**config.mk**
```make
export PLATFORM = sky130hd
export DESIGN_NAME = crc_framed_reply_reader_core
export DESIGN_NICKNAME = d
export VERILOG_FILES = /design/src/rtl/crcfr_pkg.sv /design/src/rtl/crcfr_out_fifo.sv /design/src/rtl/crc_framed_reply_reader_core.sv
export SDC_FILE = /design/constraint.sdc
export NUM_CORES = 1
export LEC_CHECK = 0
export ABC_AREA = 0
export BUFFER_PORTS_ARGS = -buffer_cell sky130_fd_sc_hd__buf_2
export CAP_MARGIN = 0
export CELL_PAD_IN_SITES_DETAIL_PLACEMENT = 1
export CELL_PAD_IN_SITES_GLOBAL_PLACEMENT = 1
export CORE_AREA = 2 2 196 159
export CTS_CLUSTER_DIAMETER = 200
export DETAILED_ROUTE_END_ITERATION = 10
export DIE_AREA = 0 0 198 161
export HOLD_SLACK_MARGIN = 0.15
export PLACE_DENSITY_LB_ADDON = 0.1
export SYNTH_ARGS = -nofsm -noshare
export SYNTH_HDL_FRONTEND = slang
export SYNTH_SLANG_ARGS = --single-unit
```
**constraint.sdc**
```tcl
create_clock -name clk -period 6.2 [get_ports clk]
set_clock_uncertainty 0.2 [all_clocks]
set_input_delay 0.31 -clock clk [delete_from_list [all_inputs] [get_ports clk]]
set_output_delay 0.31 -clock clk [all_outputs]
set_load 0.01 [all_outputs]
```
**src/rtl/crcfr_pkg.sv**
```systemverilog
`timescale 1ns / 1ps
// Shared types, codes and the bytewise CRC-16 fold for the framed reply reader.
// No dependencies.
package crcfr_pkg;

	localparam logic [15:0] CRC_POLY = 16'h1021;
	localparam int unsigned BYTE_W   = 8;
	localparam int unsigned VALUE_W  = 32;

	typedef enum logic [1:0] {
		CMD_START   = 2'd0,
		CMD_BYTE    = 2'd1,
		CMD_TIMEOUT = 2'd2,
		CMD_NONE    = 2'd3
	} cmd_t;

	typedef enum logic {
		REG_DEVICE_ADDRESS = 1'b0,
		REG_RETRY_BUDGET   = 1'b1
	} reg_idx_t;

	typedef enum logic {
		KIND_TX   = 1'b0,
		KIND_DONE = 1'b1
	} kind_t;

	// one result item
	typedef struct packed {
		kind_t               kind;
		logic [BYTE_W-1:0]   tx_byte;
		logic [VALUE_W-1:0]  reply_value;
		logic [BYTE_W-1:0]   reply_status;
		logic                reply_valid;
		logic                last;
	} item_t;

	// MSB-first, no reflection
	function automatic logic [15:0] crc_fold(input logic [15:0] c, input logic [7:0] b);
		logic [15:0] x;
		x = c ^ {b, 8'h00};
		for (int i = 0; i < 8; i++) begin
			x = x[15] ? ((x << 1) ^ CRC_POLY) : (x << 1);
		end
		return x;
	endfunction

endpackage

```
**src/rtl/crcfr_out_fifo.sv**
```systemverilog
`timescale 1ns / 1ps
// Result queue: takes up to two items per cycle, hands out one.
// Depends on crcfr_pkg.
module crcfr_out_fifo #(
	parameter int DEPTH = 4
) (
	input  logic                        clk,
	input  logic                        arst_n,
	input  logic                        push0,
	input  logic                        push1,
	input  crcfr_pkg::item_t            item0,
	input  crcfr_pkg::item_t            item1,
	input  logic                        pop,
	output crcfr_pkg::item_t            head_item,
	output logic [$clog2(DEPTH+1)-1:0]  count
);
	import crcfr_pkg::*;

	localparam int PTR_W = (DEPTH > 1) ? $clog2(DEPTH) : 1;
	localparam int CNT_W = $clog2(DEPTH + 1);

	item_t            mem_q [DEPTH];
	logic [PTR_W-1:0] head_q, tail_q, tail1;
	logic [CNT_W-1:0] count_q;
	logic [CNT_W-1:0] n_push;

	function automatic logic [PTR_W-1:0] ptr_inc(input logic [PTR_W-1:0] p);
		return (p == PTR_W'(DEPTH - 1)) ? '0 : p + PTR_W'(1);
	endfunction

	assign tail1     = ptr_inc(tail_q);
	assign n_push    = CNT_W'(push0) + CNT_W'(push1);
	assign head_item = mem_q[head_q];
	assign count     = count_q;

	always_ff @(posedge clk) begin
		if (push0) begin
			mem_q[tail_q] <= item0;
		end
		if (push1) begin
			mem_q[tail1] <= item1;
		end
	end

	always_ff @(posedge clk or negedge arst_n) begin
		if (!arst_n) begin
			head_q  <= '0;
			tail_q  <= '0;
			count_q <= '0;
		end else begin
			if (pop) begin
				head_q <= ptr_inc(head_q);
			end
			if (push1) begin
				tail_q <= ptr_inc(tail1);
			end else if (push0) begin
				tail_q <= tail1;
			end
			count_q <= count_q + n_push - CNT_W'(pop);
		end
	end

endmodule

```
**src/rtl/crc_framed_reply_reader_core.sv**
```systemverilog
`timescale 1ns / 1ps
// Top level of the CRC-framed serial request/reply reader.
// Depends on crcfr_pkg and crcfr_out_fifo.
//
// A start item sends the device address and the request code as two transmit
// items and seeds a CRC-16 (poly 0x1021, init 0, MSB first) with them. Received
// byte items then build a big-endian 32-bit value, a status byte and a two-byte
// expected CRC; a match finishes the request with reply_valid set, a mismatch or
// timeout resends the request while the retry budget lasts, and afterwards the
// request finishes with reply_value 0 and reply_valid clear. Bytes and timeouts
// while idle, and command code 3, give no result. Timing: an input item is
// registered, then handled by the combinational frame logic, whose results go
// into a small result queue, so a new item can be taken every cycle while the
// queue has room for two results. The output port delivers one result per
// cycle while out_stall is low; a start or a resend produces two results. An
// item passes the input register and the result queue before its first result.
// Configuration writes take effect at the next clock edge.
module crc_framed_reply_reader_core #(
	parameter int FIFO_DEPTH = 4
) (
	input  logic        clk,
	input  logic        arst_n,
	// configuration
	input  logic        cfg_we,
	input  logic        cfg_index,
	input  logic [7:0]  cfg_data,
	// input channel
	input  logic        in_valid,
	output logic        in_stall,
	input  logic [1:0]  command,
	input  logic [7:0]  request_code,
	input  logic [7:0]  rx_byte,
	// result channel
	output logic        out_valid,
	input  logic        out_stall,
	output logic        kind,
	output logic [7:0]  tx_byte,
	output logic [31:0] reply_value,
	output logic [7:0]  reply_status,
	output logic        reply_valid,
	output logic        last
);
	import crcfr_pkg::*;

	localparam int CNT_W = $clog2(FIFO_DEPTH + 1);

	// config registers
	logic [7:0]  dev_addr_q, retry_budget_q;

	// input stage
	logic        valid_s1;
	cmd_t        cmd_s1;
	logic [7:0]  code_s1, rx_s1;

	// frame state
	logic [15:0] crc_q,      crc_d;
	logic [2:0]  pos_q,      pos_d;
	logic [31:0] value_q,    value_d;
	logic [7:0]  status_q,   status_d;
	logic [7:0]  exp_hi_q,   exp_hi_d;
	logic [7:0]  attempts_q, attempts_d;
	logic [7:0]  saved_q,    saved_d;
	logic        busy_q,     busy_d;

	logic        consume, in_accept;
	logic        push0, push1, pop;
	item_t       item0, item1, head_item;
	logic [CNT_W-1:0] fifo_count;

	// handling an item may push two results; only take it with room for both
	assign consume   = valid_s1 && (fifo_count <= CNT_W'(FIFO_DEPTH - 2));
	assign in_stall  = valid_s1 && !consume;
	assign in_accept = in_valid && !in_stall;

	always_ff @(posedge clk or negedge arst_n) begin
		if (!arst_n) begin
			dev_addr_q     <= 8'd128;
			retry_budget_q <= 8'd2;
		end else if (cfg_we) begin
			unique case (reg_idx_t'(cfg_index))
				REG_DEVICE_ADDRESS: dev_addr_q     <= cfg_data;
				REG_RETRY_BUDGET:   retry_budget_q <= cfg_data;
				default:            ;
			endcase
		end
	end

	always_ff @(posedge clk or negedge arst_n) begin
		if (!arst_n) begin
			valid_s1 <= 1'b0;
		end else if (in_accept) begin
			valid_s1 <= 1'b1;
		end else if (consume) begin
			valid_s1 <= 1'b0;
		end
	end

	always_ff @(posedge clk) begin
		if (in_accept) begin
			cmd_s1  <= cmd_t'(command);
			code_s1 <= request_code;
			rx_s1   <= rx_byte;
		end
	end

	// frame logic for the item in the input stage
	always_comb begin
		logic do_send, do_fail, do_ok;
		logic [15:0] crc_seed;
		do_send    = 1'b0;
		do_fail    = 1'b0;
		do_ok      = 1'b0;
		crc_d      = crc_q;
		pos_d      = pos_q;
		value_d    = value_q;
		status_d   = status_q;
		exp_hi_d   = exp_hi_q;
		attempts_d = attempts_q;
		saved_d    = saved_q;
		busy_d     = busy_q;
		push0      = 1'b0;
		push1      = 1'b0;
		item0      = '0;
		item1      = '0;

		if (consume) begin
			if (cmd_s1 == CMD_START) begin
				// a start also drops any request still running
				saved_d    = code_s1;
				attempts_d = retry_budget_q;
				status_d   = '0;
				exp_hi_d   = '0;
				do_send    = 1'b1;
			end else if (busy_q) begin
				unique case (cmd_s1)
					CMD_TIMEOUT: do_fail = 1'b1;
					CMD_BYTE: begin
						priority if (pos_q < 3'd4) begin
							value_d = {value_q[23:0], rx_s1};
							crc_d   = crc_fold(crc_q, rx_s1);
							pos_d   = pos_q + 3'd1;
						end else if (pos_q == 3'd4) begin
							status_d = rx_s1;
							crc_d    = crc_fold(crc_q, rx_s1);
							pos_d    = 3'd5;
						end else if (pos_q == 3'd5) begin
							exp_hi_d = rx_s1;
							pos_d    = 3'd6;
						end else begin
							if (crc_q == {exp_hi_q, rx_s1}) begin
								do_ok = 1'b1;
							end else begin
								do_fail = 1'b1;
							end
						end
					end
					default: ;
				endcase
			end
		end

		if (do_fail) begin
			if (attempts_q != 8'd0) begin
				attempts_d = attempts_q - 8'd1;
				do_send    = 1'b1;
			end else begin
				busy_d             = 1'b0;
				pos_d              = '0;
				push0              = 1'b1;
				item0.kind         = KIND_DONE;
				item0.reply_status = status_q;
				item0.last         = 1'b1;
			end
		end

		if (do_ok) begin
			busy_d             = 1'b0;
			pos_d              = '0;
			push0              = 1'b1;
			item0.kind         = KIND_DONE;
			item0.reply_value  = value_q;
			item0.reply_status = status_q;
			item0.reply_valid  = 1'b1;
			item0.last         = 1'b1;
		end

		// (re)send: address then request code, both folded into a fresh CRC
		crc_seed = crc_fold(16'h0000, dev_addr_q);
		if (do_send) begin
			crc_d         = crc_fold(crc_seed, saved_d);
			pos_d         = '0;
			value_d       = '0;
			busy_d        = 1'b1;
			push0         = 1'b1;
			push1         = 1'b1;
			item0.kind    = KIND_TX;
			item0.tx_byte = dev_addr_q;
			item1.kind    = KIND_TX;
			item1.tx_byte = saved_d;
			item1.last    = 1'b1;
		end
	end

	always_ff @(posedge clk or negedge arst_n) begin
		if (!arst_n) begin
			crc_q      <= '0;
			pos_q      <= '0;
			value_q    <= '0;
			status_q   <= '0;
			exp_hi_q   <= '0;
			attempts_q <= '0;
			saved_q    <= '0;
			busy_q     <= 1'b0;
		end else begin
			crc_q      <= crc_d;
			pos_q      <= pos_d;
			value_q    <= value_d;
			status_q   <= status_d;
			exp_hi_q   <= exp_hi_d;
			attempts_q <= attempts_d;
			saved_q    <= saved_d;
			busy_q     <= busy_d;
		end
	end

	assign out_valid = (fifo_count != '0);
	assign pop       = out_valid && !out_stall;

	crcfr_out_fifo #(
		.DEPTH (FIFO_DEPTH)
	) u_out_fifo (
		.clk       (clk),
		.arst_n    (arst_n),
		.push0     (push0),
		.push1     (push1),
		.item0     (item0),
		.item1     (item1),
		.pop       (pop),
		.head_item (head_item),
		.count     (fifo_count)
	);

	assign kind         = head_item.kind;
	assign tx_byte      = head_item.tx_byte;
	assign reply_value  = head_item.reply_value;
	assign reply_status = head_item.reply_status;
	assign reply_valid  = head_item.reply_valid;
	assign last         = head_item.last;

endmodule

```
==> results of run 1 <==
==> cells in the final DEF, fill, tap and decap left out, drive strengths merged, types with 6 or more instances in the layout <==
cell	synthesis	layout
o221a	36	36
edfxtp	54	54
dlygate4sd3	0	33
mux4	51	51
o31ai	6	6
ha	19	19
a21o	7	7
mux2	27	27
mux2i	9	9
xor2	34	34
nor2	94	94
inv	32	34
a21oi	51	51
clkinv	0	8
dfrtp	106	106
nor4	7	7
o22ai	130	130
a22o	52	52
nand3	8	8
buf	70	105
o21ai	23	23
nand2	238	238
clkbuf	38	55
xnor2	44	44
dfxtp	168	168
o22a	6	6
and3	9	9
nor2b	8	8
==> sequential cells by signal, indices dropped and copies added, names as in the netlist <==
name and flops:
saved_q 8, rx_s1 8, value_q 32, cmd_s1 2
u_out_fifo.count 3, busy_q 1, valid_s1 1, code_s1 8
crc_q 16, retry_budget_q 8, pos_q 3, attempts_q 8
u_out_fifo.head_q 2, dev_addr_q 8, exp_hi_q 8, u_out_fifo.tail_q 2
u_out_fifo.mem_q 204, status_q 8
==> Yosys cell counts (3+ instances only) <==
cell / count
nand3_1: 7
o31ai_4: 4
a21oi_1: 46
o21a_1: 4
o22ai_1: 130
mux4_2: 51
dfrtp_1: 106
o21ai_0: 17
a22o_1: 52
inv_2: 3
xnor3_1: 4
o221a_2: 36
and2_1: 5
a21oi_2: 5
o22a_1: 6
a221o_1: 3
buf_4: 3
nor3_1: 3
buf_1: 6
dfxtp_1: 168
or3_1: 4
a222oi_1: 4
and3_1: 9
nand2b_1: 3
nand2_1: 236
mux2_2: 27
nor2_1: 94
ha_1: 19
inv_1: 29
nor4_1: 7
nor2b_1: 8
o21ai_1: 5
xor2_1: 33
a211oi_1: 3
buf_2: 60
mux2i_1: 9
edfxtp_1: 54
xnor2_1: 44
a21o_1: 7
clkbuf_1: 38
==> per-layer routing <==
layer / track usage [%] / up-vias / routed length [microns]
met3: 6.18 / 58 / 3170
met2: 45.4 / 336 / 20800
met1: 45.9 / 6062 / 22100
met4: 6.32 / 0 / 730
li1: - / 5170 / -
met5: 0 / - / 0
==> power by group <==
group          internal (W)  leakage (nW)  switching [W]  total [W]
combinational       0.00104          3.01        0.00180    0.00283
clock               0.00115         0.528       0.000888    0.00204
sequential          0.00248          3.23       0.000371    0.00286
==> final cells by class <==
class | count | share of cell area [%]
multi-input combinational | 912 | 39.6
clock inverter | 11 | 0.336
tap | 413 | 3.02
sequential | 330 | 45.0
inverter | 32 | 0.702
timing repair buffer | 138 | 5.32
clock buffer | 55 | 6.04
==> kinds of logic (layout without fill, tap and decap cells) <==
group	after synthesis	after routing	share of synthesized area, %
simple gates	386	386	10.7
compound gates	337	337	16.9
flops	330	330	51.1
buf+inv	140	236	4.12
mux	87	87	10.3
xor+xnor	82	82	5.19
fa+ha+maj	20	20	1.71
==> how the worst max path moves through the flow <==
stage,to,start
after floorplan,u_out_fifo.count[2]$_DFF_PN0_,cmd_s1[0]$_DFFE_PP_
after global placement,u_out_fifo.count[2]$_DFF_PN0_,cmd_s1[0]$_DFFE_PP_
after detailed placement,u_out_fifo.count[2]$_DFF_PN0_,cmd_s1[0]$_DFFE_PP_
after CTS,u_out_fifo.count[2]$_DFF_PN0_,cmd_s1[0]$_DFFE_PP_
after global routing,u_out_fifo.count[2]$_DFF_PN0_,cmd_s1[0]$_DFFE_PP_
final,u_out_fifo.count[2]$_DFF_PN0_,cmd_s1[0]$_DFFE_PP_
==> metrics by stage <==
step                      utilization (%)  total power, W
after detailed placement             52.3         0.00566
after floorplan                         -         0.00474
after global routing                 57.0         0.00813
after CTS                            57.0         0.00774
after global placement               52.3         0.00560
final                                57.0         0.00773
==> metrics.md, run 1 <==
| Metric | Value |
|---|---|
| Minimum hold slack | 0.179 ns |
| Worst path depth | 14 |
| TNS Setup | 0 ns |
| CTS resizes | 0 |
| Number of synthesized flops with an enable pin | 54 |
| Fin worst setup slack | 1.53 ns |
| Area growth syn-to-layout | 13.8% |
| RSZ-0062 raised after global routing | no |
| Clock root buffer master | clkbuf_16 |
| Top Family by Delay on Critical Path | buffers and inverters |
| Critical Path RT | 6.45 ns |
| Finished Layout Cells | 1891 |
| Clk buf depth | 3 |
| Worst IR drop on VDD | 0.000373 V |
| Number of routed nets with antenna violations | 0 |
| Synth warn | 0 |
| Post CTS Setup Buffer Count | 0 |
| Drt pass-1 iters | 5 |
| Reg area | 7690 sq um |
| Dpl cell area | 15700 sq um |
| Critical path launch point type | flip-flop |
| Routed WL | 46800 microns |
| CORE AREA | 30000 sq um |
| Rows | 57 |
| Cell Area, Synth | 15000 sq um |
| Final Cycle Share | 75.4% |
| Relative slew slack | 32.3% |
| Post-synthesis cell type count | 65 |
| CTS hold repair buffers | 33 |
| Nets | 1502 |
| Crit Path Max Fanout | 38 |
| H-tree depth | 2 |
| Slowest cell delay on critical path | 0.58 ns |
| IO Pins | 85 |
| Worst Setup Path Type | flip-flop to flip-flop |
| Pin count of the biggest net entering global routing | 56 |
| Die Area | 31900 sq um |
| Reg2Reg Depth | 14 |
| F_max | 0.214 GHz |
| Gpl congestion | 0.908 |
| Count of final max-slew check failures | 0 |
| Clock Latency Late Sink | 0.54 ns |
| Avg Cell Area, Syn | 10.9 sq um |
| Worst-path cell chain | inv_1 -> ha_1 -> inv_1 -> and4_4 -> and3_1 -> inv_2 -> o21ai_1 -> buf_4 -> inv_2 -> buf_4 -> ha_1 -> fa_1 -> xor2_1 -> xnor2_1 |
| Leak | 6.76 nW |
| Max-cap viol count | 0 |
| FFs w/ async S/R, synth | 32.7% |
| Die width | 198 microns |
| R2R Path End | u_out_fifo.count[2]$_DFF_PN0_ |
| Register area share after synthesis | 51.1% |
| Initial core utilization | 50.1% |
| CP max-delay cell | ha_1 |
| Syn nets | 1434 |
| Post-Place Cells | 1792 |
| Multi-input gate area | 6780 sq um |
| Via count | 11.6k |
| Top FF cell, synth | dfxtp_1 |
| Dpl hpwl | 29300 microns |
| Die height | 161 microns |
| All-Layer GR Usage | 30.4% |
| Initial antenna violation count | 0 |
| Total congestion overflow | 0 |
| Power per cell area | 452 nW/um^2 |
| Post-DR wirelength/cell | 24.7 microns |
| CP endpoint kind | flip-flop |
| Status | complete, no violations |
| First-pass GRT wire length | 74100 microns |
| N_diodes | 0 |
| Num CTS Buffers | 36 |
| Worst slew pin tran | 1.02 ns |
| Dpl ws | 1.64 ns |
| TritonCTS clock tree | yes |
| Flops & latches, synth | 330 |
| R2R setup slack | 1.53 ns |
| Tmin final | 4.67 ns |
| Worst min path class | input port to asynchronous set/reset pin |
| Vias per inst | 6.15 |
| Top-area cell type share of the netlist area | 22.4% |
| Drt initial violations | 981 |
| Buf/Inv on CP | 6 |
| Critical path data arrival time | 4.92 ns |
| Clock sinks | 330 |
| Hold Violations, Final | 0 |
| Clock-pin slew on the worst setup and hold paths | 0.06 ns |
| Share of layout cells above drive strength 1 | 19.8% |
| Cells after Synth | 1382 |
| Fillers | 3189 |
| Endpoints failing setup | 0 |
| Vias in the first global route | 12.1k |
| Buffers on Ports | 84 |
| Ranking of synthesized cells by area | dfxtp_1, dfrtp_1, edfxtp_1, mux4_2, nand2_1 |
| # DRC | 0 |
| Top cell type by total area after synthesis | dfxtp_1 |
| Worst flop-to-flop path startpoint | cmd_s1[0]$_DFFE_PP_ |
| Final cell area excluding filler cells | 17100 sq um |
No activity file was read; power rests on OpenSTA's default activity.
==> run 2, diff against run 1 <==
--- a/config.mk
+++ b/config.mk
@@ -5,15 +5,15 @@
 export SDC_FILE = /design/constraint.sdc
 export NUM_CORES = 1
 export LEC_CHECK = 0
-export ABC_AREA = 0
+export ABC_AREA = 1
 export BUFFER_PORTS_ARGS = -buffer_cell sky130_fd_sc_hd__buf_2
 export CAP_MARGIN = 0
 export CELL_PAD_IN_SITES_DETAIL_PLACEMENT = 1
 export CELL_PAD_IN_SITES_GLOBAL_PLACEMENT = 1
-export CORE_AREA = 2 2 196 159
+export CORE_AREA = 2 2 228 185
 export CTS_CLUSTER_DIAMETER = 200
 export DETAILED_ROUTE_END_ITERATION = 10
-export DIE_AREA = 0 0 198 161
+export DIE_AREA = 0 0 230 187
 export HOLD_SLACK_MARGIN = 0.15
 export PLACE_DENSITY_LB_ADDON = 0.1
 export SYNTH_ARGS = -nofsm -noshare
==> constraint.sdc (replaced) <==
create_clock -name clk -period 3.9 [get_ports clk]
set_clock_uncertainty 0.2 [all_clocks]
set_input_delay 0.195 -clock clk [delete_from_list [all_inputs] [get_ports clk]]
set_output_delay 0.195 -clock clk [all_outputs]
set_load 0.01 [all_outputs]
==> metrics.md, run 2 <==
| Metric | Value |
|---|---|
| Nets | 2398 (was 1502) |
| Max-cap viol count | 0 (unchanged) |
| Number of routed nets with antenna violations | 0 (unchanged) |
| Clock sinks | 330 (unchanged) |
| Commonest non-fill, non-tap cell in the layout | nand2_1 (unchanged) |
| HP Start | command[0] |
| Buffers on Ports | 84 (unchanged) |
| Dpl hpwl | 37200 microns (was 29300 microns) |
| Critical path launch point type | flip-flop (unchanged) |
| Critical Path RT | 3.87 ns (was 6.45 ns) |
| Rows | 67 (was 57) |
| Hold path cells | 2 |
| Area growth syn-to-layout | 15.7% (was 13.8%) |
| Clk buf depth | 3 (unchanged) |
| Power share of the clock group | 22.6% (was 26.4%) |
| Post-DR wirelength/cell | 19.6 microns (was 24.7 microns) |
| RSZ-0062 raised after global routing | no (unchanged) |
| Worst Setup Path Type | flip-flop to flip-flop (unchanged) |
| Via count | 15.5k (was 11.6k) |
| Critical path data arrival time | 3.53 ns (was 4.92 ns) |
| Reg with most FFs | u_out_fifo.mem_q (unchanged) |
| Leak | 9.30 nW (was 6.76 nW) |
| Count of final max-slew check failures | 0 (unchanged) |
| Part of the power in registers | 34.1% (was 36.9%) |
| Worst slew pin tran | 1.02 ns (about the same) |
| Worst-path cell chain | inv_1 -> ha_1 -> nor3_2 -> inv_2 -> nor2_1 -> nand3_4 -> nand2_4 -> inv_4 -> nand2_4 -> nand2_1 -> nand2_1 (was inv_1 -> ha_1 -> inv_1 -> and4_4 -> and3_1 -> inv_2 -> o21ai_1 -> buf_4 -> inv_2 -> buf_4 -> ha_1 -> fa_1 -> xor2_1 -> xnor2_1) |
| Cell Area, Synth | 16500 sq um (was 15000 sq um) |
| Power per cell area | 841 nW/um^2 (was 452 nW/um^2) |
| All-Layer GR Usage | 27.0% (was 30.4%) |
| CP endpoint kind | flip-flop (unchanged) |
| Top-area cell type share of the netlist area | 20.4% (was 22.4%) |
| CORE AREA | 41100 sq um (was 30000 sq um) |
| Syn nets | 2322 (was 1434) |
| Total congestion overflow | 0 (unchanged) |
| First-pass GRT wire length | 92400 microns (was 74100 microns) |
| Worst flop-to-flop path startpoint | cmd_s1[0]$_DFFE_PP_ (unchanged) |
| Minimum hold slack | 0.167 ns (was 0.179 ns) |
| Hold endpoint | cmd_s1[0]$_DFFE_PP_ |
| NetSw | 0.00697 W (was 0.00306 W) |
| Clock Latency Late Sink | 0.55 ns (was 0.54 ns) |
| Register area share after synthesis | 46.7% (was 51.1%) |
| Ranking of synthesized cells by area | dfxtp_1, dfrtp_1, nand2_1, edfxtp_1, nor2_1 (was dfxtp_1, dfrtp_1, edfxtp_1, mux4_2, nand2_1) |
| Initial antenna violation count | 0 (unchanged) |
| Die Area | 43000 sq um (was 31900 sq um) |
| Initial core utilization | 40.1% (was 50.1%) |
| Relative slew slack | 31.8% (was 32.3%) |
| TNS Setup | 0 ns (unchanged) |
| P_int | 0.00907 W (was 0.00467 W) |
| Hold Violations, Final | 0 (unchanged) |
| Top cell type by total area after synthesis | dfxtp_1 (unchanged) |
| Clock root buffer master | clkbuf_16 (unchanged) |
| # DRC | 0 (unchanged) |
| Drt initial violations | 1013 (was 981) |
| IO Pins | 85 (unchanged) |
| FFs w/ async S/R, synth | 32.7% (unchanged) |
| Cells after Synth | 2270 (was 1382) |
| Post-synthesis cell type count | 46 (was 65) |
| TritonCTS clock tree | yes (unchanged) |
| Final Cycle Share | 91.5% (was 75.4%) |
| F_max | 0.280 GHz (was 0.214 GHz) |
| Slowest cell delay on critical path | 0.52 ns (was 0.58 ns) |
| Drt pass-1 iters | 5 (unchanged) |
| R2R Path End | u_out_fifo.mem_q[0][48]$_DFFE_PP_ (was u_out_fifo.count[2]$_DFF_PN0_) |
| Gpl congestion | 0.864 (was 0.908) |
| Endpoints failing setup | 0 (unchanged) |
| R2R setup slack | 0.33 ns (was 1.53 ns) |
| Clock-pin slew on the worst setup and hold paths | 0.06 ns (about the same) |
| Vias per inst | 5.28 (was 6.15) |
| Synth warn | 0 (unchanged) |
| Commonest cells in the netlist | nand2_1, nor2_1, nand3_1 (was nand2_1, dfxtp_1, o22ai_1) |
| Net Sw Frac | 43.4% (was 39.6%) |
| Routed WL | 57400 microns (was 46800 microns) |
| Crit Path Max Fanout | 24 (was 38) |
| Share of layout cells above drive strength 1 | 10.4% (was 19.8%) |
| Largest regs | u_out_fifo.mem_q x204, value_q x32, crc_q x16 (unchanged) |
| Cell with the most instances after synthesis | nand2_1 (unchanged) |
| Die height | 187 microns (was 161 microns) |
| N_diodes | 0 (unchanged) |
| Worst IR drop on VDD | 0.000375 V (was 0.000373 V) |
| Most frequent cells in the layout | nand2_1, nor2_1, nand3_1 (was nand2_1, dfxtp_1, o22ai_1) |
| Num CTS Buffers | 38 (was 36) |
| CP max-delay cell | nand2_1 (was ha_1) |
| Max reg flops | 204 (unchanged) |
| Number of synthesized flops with an enable pin | 54 (unchanged) |
| Reg2Reg Depth | 11 (was 14) |
| Pin count of the biggest net entering global routing | 83 (was 56) |
| Flops & latches, synth | 330 (unchanged) |
| Worst min path class | input port to flip-flop (was input port to asynchronous set/reset pin) |
| Status | complete, no violations (unchanged) |
| Top FF cell, synth | dfxtp_1 (unchanged) |
| Comb power frac | 43.4% (was 36.7%) |
| Avg Cell Area, Syn | 7.26 sq um (was 10.9 sq um) |
| Die width | 230 microns (was 198 microns) |
| Vias in the first global route | 16.3k (was 12.1k) |
| H-tree depth | 2 (unchanged) |
| Post CTS Setup Buffer Count | 0 (unchanged) |
| Tmin final | 3.57 ns (was 4.67 ns) |
run 2: cell types whose count changed after synthesis, moves of 73 or more:
| cell | before | now |
|---|---|---|
| o21ai_0 | 17 | 170 |
| o22ai_1 | 130 | 51 |
| nand2_1 | 236 | 619 |
| inv_1 | 29 | 102 |
| nand3_1 | 7 | 278 |
| nor2_1 | 94 | 418 |
run 2: worst max-delay path by stage:
stage	startpoint	cells past startpoint	end	slack, ns
floorplan	cmd_s1[0]$_DFFE_PP_	15	u_out_fifo.count[2]$_DFF_PN0_	0.79
global placement	cmd_s1[0]$_DFFE_PP_	11	u_out_fifo.mem_q[1][43]$_DFFE_PP_	0.49
CTS	attempts_q[0]$_DFF_PN0_	13	value_q[2]$_DFFE_PN0P_	0.34
finish	cmd_s1[0]$_DFFE_PP_	11	u_out_fifo.mem_q[0][48]$_DFFE_PP_	0.33
detailed placement	attempts_q[0]$_DFF_PN0_	13	value_q[1]$_DFFE_PN0P_	0.38
global route	attempts_q[0]$_DFF_PN0_	13	value_q[29]$_DFFE_PN0P_	0.06
run 2: per-layer routing:
| metal | GRT usage (%) | vias up | part of all wire [%] |
|---|---|---|---|
| met2 | 43.3 | 282 | 45 |
| met3 | 3.02 | 62 | 3.8 |
| li1 | - | 7458 | - |
| met4 | 5.73 | 0 | 1.5 |
| met1 | 39.4 | 7653 | 50 |
| met5 | 0 | - | 0 |
run 2: critical path: cells and delay by family (launching register included):
| family | cells | cell delay (ns) |
|---|---|---|
| adder cells (fa/ha/maj) | 1 | 0.34 |
| AND/OR/NAND/NOR | 7 | 1.90 |
| flip-flops | 1 | 0.35 |
| buffers and inverters | 3 | 0.38 |
run 2: power groups by stage:
stage,logic (W),registers (W),clock network (W)
after floorplan,0.00471,0.00519,0
after global placement,0.00671,0.00546,0
after detailed placement,0.00690,0.00550,0
after CTS,0.00697,0.00545,0.00369
after global routing,0.00780,0.00559,0.00384
final,0.00696,0.00546,0.00362
run 2: cell type report:
| cell class | count | area [sq um] |
|---|---|---|
| fill | 5125 | 22000 |
| sequential | 330 | 7690 |
| clock inverter | 8 | 45.0 |
| clock buffer | 60 | 1210 |
| multi-input combinational | 1673 | 7700 |
| tap | 552 | 691 |
| inverter | 131 | 494 |
| timing repair buffer | 172 | 1220 |
run 2: timing repair:
action / in CTS / in global routing
gates resized for setup: 0 / 0
hold buffers: 41 / 0
hold endpoints to repair: 124 / 0
endpoints found under the setup margin: 0 / 0
run 2: cells by family after synthesis:
family,Yosys count,share of synthesized area (%)
AO/OA/AOI/OAI,238,7.78
XOR/XNOR,41,2.18
adder cells (fa/ha/maj),20,1.56
buffers and inverters,267,6.74
flip-flops,330,46.7
multiplexers,1,0.0608
AND/OR/NAND/NOR,1373,35.0
run 2: metrics by stage:
| stage | cell area (sq um) | worst slack, ns | std cells | utilization (%) | total power, W |
|---|---|---|---|---|---|
| after detailed placement | 17400 | 0.379 | 2817 | 42.4 | 0.0124 |
| after floorplan | 16500 | 0.794 | 2270 | - | 0.00990 |
| after global placement | 17400 | 0.487 | 2817 | 42.4 | 0.0122 |
| final | 19100 | 0.333 | 2926 | 46.4 | 0.0160 |
| after CTS | 19100 | 0.339 | 2926 | 46.4 | 0.0161 |
| after global routing | 19100 | 0.0621 | 2926 | 46.4 | 0.0172 |
==> run 3, diff against run 2 <==
--- a/config.mk
+++ b/config.mk
@@ -10,10 +10,10 @@
 export CAP_MARGIN = 0
 export CELL_PAD_IN_SITES_DETAIL_PLACEMENT = 1
 export CELL_PAD_IN_SITES_GLOBAL_PLACEMENT = 1
-export CORE_AREA = 2 2 228 185
+export CORE_AREA = 2 2 217 177
 export CTS_CLUSTER_DIAMETER = 200
 export DETAILED_ROUTE_END_ITERATION = 10
-export DIE_AREA = 0 0 230 187
+export DIE_AREA = 0 0 219 179
 export HOLD_SLACK_MARGIN = 0.15
 export PLACE_DENSITY_LB_ADDON = 0.1
 export SYNTH_ARGS = -nofsm -noshare
==> constraint.sdc (replaced) <==
create_clock -name clk -period 3.45 [get_ports clk]
set_clock_uncertainty 0.2 [all_clocks]
set_input_delay 0.1725 -clock clk [delete_from_list [all_inputs] [get_ports clk]]
set_output_delay 0.1725 -clock clk [all_outputs]
set_load 0.01 [all_outputs]
==> metrics.md, run 3 (same netlist as run 2, synthesis figures left out) <==
| Metric | Value |
|---|---|
| Post CTS Setup Buffer Count | 0 (unchanged) |
| CP endpoint kind | flip-flop (unchanged) |
| Vias in the first global route | 16.1k (was 16.3k) |
| Status | complete, no violations (unchanged) |
| Total congestion overflow | 0 (unchanged) |
| Number of routed nets with antenna violations | 0 (unchanged) |
| Routed WL | 58700 microns (was 57400 microns) |
| R2R setup slack | 0.20 ns (was 0.33 ns) |
| Clock-pin slew on the worst setup and hold paths | 0.06 ns (about the same) |
| Fillers | 4772 (was 5125) |
| Drt pass-1 iters | 7 (was 5) |
| Worst min path class | input port to flip-flop (unchanged) |
| Finished Layout Cells | 2894 (was 2926) |
| Reg2Reg Depth | 11 (unchanged) |
| R2R Path End | u_out_fifo.count[2]$_DFF_PN0_ (was u_out_fifo.mem_q[0][48]$_DFFE_PP_) |
| Critical Path RT | 3.67 ns (was 3.87 ns) |
| F_max | 0.308 GHz (was 0.280 GHz) |
| Tmin final | 3.25 ns (was 3.57 ns) |
| Worst Setup Path Type | flip-flop to flip-flop (unchanged) |
| Post-DR wirelength/cell | 20.3 microns (was 19.6 microns) |
| Hold Violations, Final | 0 (unchanged) |
| Worst flop-to-flop path startpoint | attempts_q[0]$_DFF_PN0_ (was cmd_s1[0]$_DFFE_PP_) |
| Share of layout cells above drive strength 1 | 10.7% (was 10.4%) |
| Buffers on Ports | 84 (unchanged) |
| Gpl congestion | 0.865 (was 0.864) |
| Clock root buffer master | clkbuf_16 (unchanged) |
| IO Pins | 85 (unchanged) |
| Die height | 179 microns (was 187 microns) |
| Dpl hpwl | 37100 microns (was 37200 microns) |
| Vias per inst | 5.49 (was 5.28) |
| Max-cap viol count | 0 (unchanged) |
| Most frequent cells in the layout | nand2_1, nor2_1, nand3_1 (unchanged) |
| Clock Latency Late Sink | 0.54 ns (was 0.55 ns) |
| Pin count of the biggest net entering global routing | 105 (was 83) |
| Leak | 9.39 nW (was 9.30 nW) |
| Critical path data arrival time | 3.47 ns (was 3.53 ns) |
| All-Layer GR Usage | 30.4% (was 27.0%) |
| Count of final max-slew check failures | 0 (unchanged) |
| # DRC | 0 (unchanged) |
| Nets | 2421 (was 2398) |
| Die Area | 39200 sq um (was 43000 sq um) |
| Initial antenna violation count | 1 (was 0) |
| Final cell area excluding filler cells | 19200 sq um (was 19100 sq um) |
| Worst IR drop on VDD | 0.000443 V (was 0.000375 V) |
| Crit Path Max Fanout | 30 (was 24) |
| Via count | 15.9k (was 15.5k) |
| Power per cell area | 951 nW/um^2 (was 841 nW/um^2) |
| Max reg flops | 204 (unchanged) |
| Clock sinks | 330 (unchanged) |
| Die width | 219 microns (was 230 microns) |
| Commonest non-fill, non-tap cell in the layout | nand2_1 (unchanged) |
| Drt initial violations | 1304 (was 1013) |
| First-pass GRT wire length | 92000 microns (was 92400 microns) |
| Initial core utilization | 44.2% (was 40.1%) |
| Area growth syn-to-layout | 16.4% (was 15.7%) |
| Worst setup path end | u_out_fifo.count[2]$_DFF_PN0_ (was u_out_fifo.mem_q[0][48]$_DFFE_PP_) |
| Num CTS Buffers | 38 (unchanged) |
| Critical path launch point type | flip-flop (unchanged) |
| Reg with most FFs | u_out_fifo.mem_q (unchanged) |
| Relative slew slack | 22.1% (was 31.8%) |
| Rows | 64 (was 67) |
| Clk buf depth | 3 (unchanged) |
| CORE AREA | 37300 sq um (was 41100 sq um) |
| Post-Place Cells | 2773 (was 2817) |
| Crit path launch | attempts_q[0]$_DFF_PN0_ (was cmd_s1[0]$_DFFE_PP_) |
| Final Cycle Share | 94.1% (was 91.5%) |
| TritonCTS clock tree | yes (unchanged) |
| RSZ-0062 raised after global routing | yes (was no) |
| Dpl cell area | 17400 sq um (about the same) |
| Endpoints failing setup | 0 (unchanged) |
| Worst slew pin tran | 1.17 ns (was 1.02 ns) |
| H-tree depth | 2 (unchanged) |
| Largest regs | u_out_fifo.mem_q x204, value_q x32, crc_q x16 (unchanged) |
## run 3: cell type report
class / instances / area (sq um) / share of cell area (%)
Inverter: 131 / 497 / 2.59
Multi-Input combinational cell: 1673 / 7720 / 40.2
Sequential cell: 330 / 7690 / 40.1
Tap cell: 495 / 619 / 3.23
Antenna cell: 1 / 2.50 / 0.0130
Timing Repair Buffer: 195 / 1430 / 7.44
Clock inverter: 8 / 67.6 / 0.352
Clock buffer: 61 / 1160 / 6.05
## run 3: through the flow
step                hold slack, ns  setup slack, ns  total power (W)  util (%)  setup TNS, ns
CTS                          0.156           0.0640           0.0182      51.4              0
global placement            0.0717            0.208           0.0137      46.6              0
detailed placement          0.0631         0.000415           0.0141      46.6              0
finish                       0.162            0.205           0.0182      51.4              0
global route                 0.158          -0.0282           0.0195      51.4        -0.0282
floorplan                   -0.323            0.344           0.0112         -              0
## run 3: worst min-delay path by stage
stage	depth (start not counted)	start	to
6_report	2	request_code[4]	code_s1[4]$_DFFE_PP_
5_1_grt	2	rx_byte[6]	rx_s1[6]$_DFFE_PP_
4_1_cts	2	rx_byte[4]	rx_s1[4]$_DFFE_PP_
3_5_place_dp	1	arst_n	exp_hi_q[4]$_DFFE_PN0P_
3_3_place_gp	1	arst_n	exp_hi_q[4]$_DFFE_PN0P_
2_1_floorplan	0	arst_n	attempts_q[0]$_DFF_PN0_
## run 3: what timing repair did
item                                   in CTS  in global routing
endpoints found under the hold margin     154                  0
hold buffers                               51                  0
gates resized for setup                     1                  3
setup endpoints to repair                   1                 18
pin swaps                                   0                  0
## run 3: routing by layer
layer | wire length [microns] | vias to the layer above | track usage, %
met5 | 0 | - | 0
met1 | 27400 | 7886 | 42.7
li1 | - | 7488 | -
met4 | 1040 | 0 | 7.09
met3 | 3340 | 71 | 4.26
met2 | 27000 | 438 | 49.8
## run 3: critical path, stage by stage, from the launching register on
cell     delay (ns)
dfrtp_1        0.35
inv_1          0.14
ha_1           0.27
nand4_1        0.17
or2_2          0.34
nand3_4        0.18
nand2_8        0.12
inv_6          0.33
ha_1           0.32
fa_1           0.40
xnor2_1        0.15
xor2_1         0.14
## run 3: report_power, final
part           switching (W)  total, W  internal (W)
Sequential          0.000828   0.00608       0.00526
Clock                0.00169   0.00407       0.00238
Combinational        0.00547   0.00809       0.00263
Total                0.00798    0.0182        0.0103
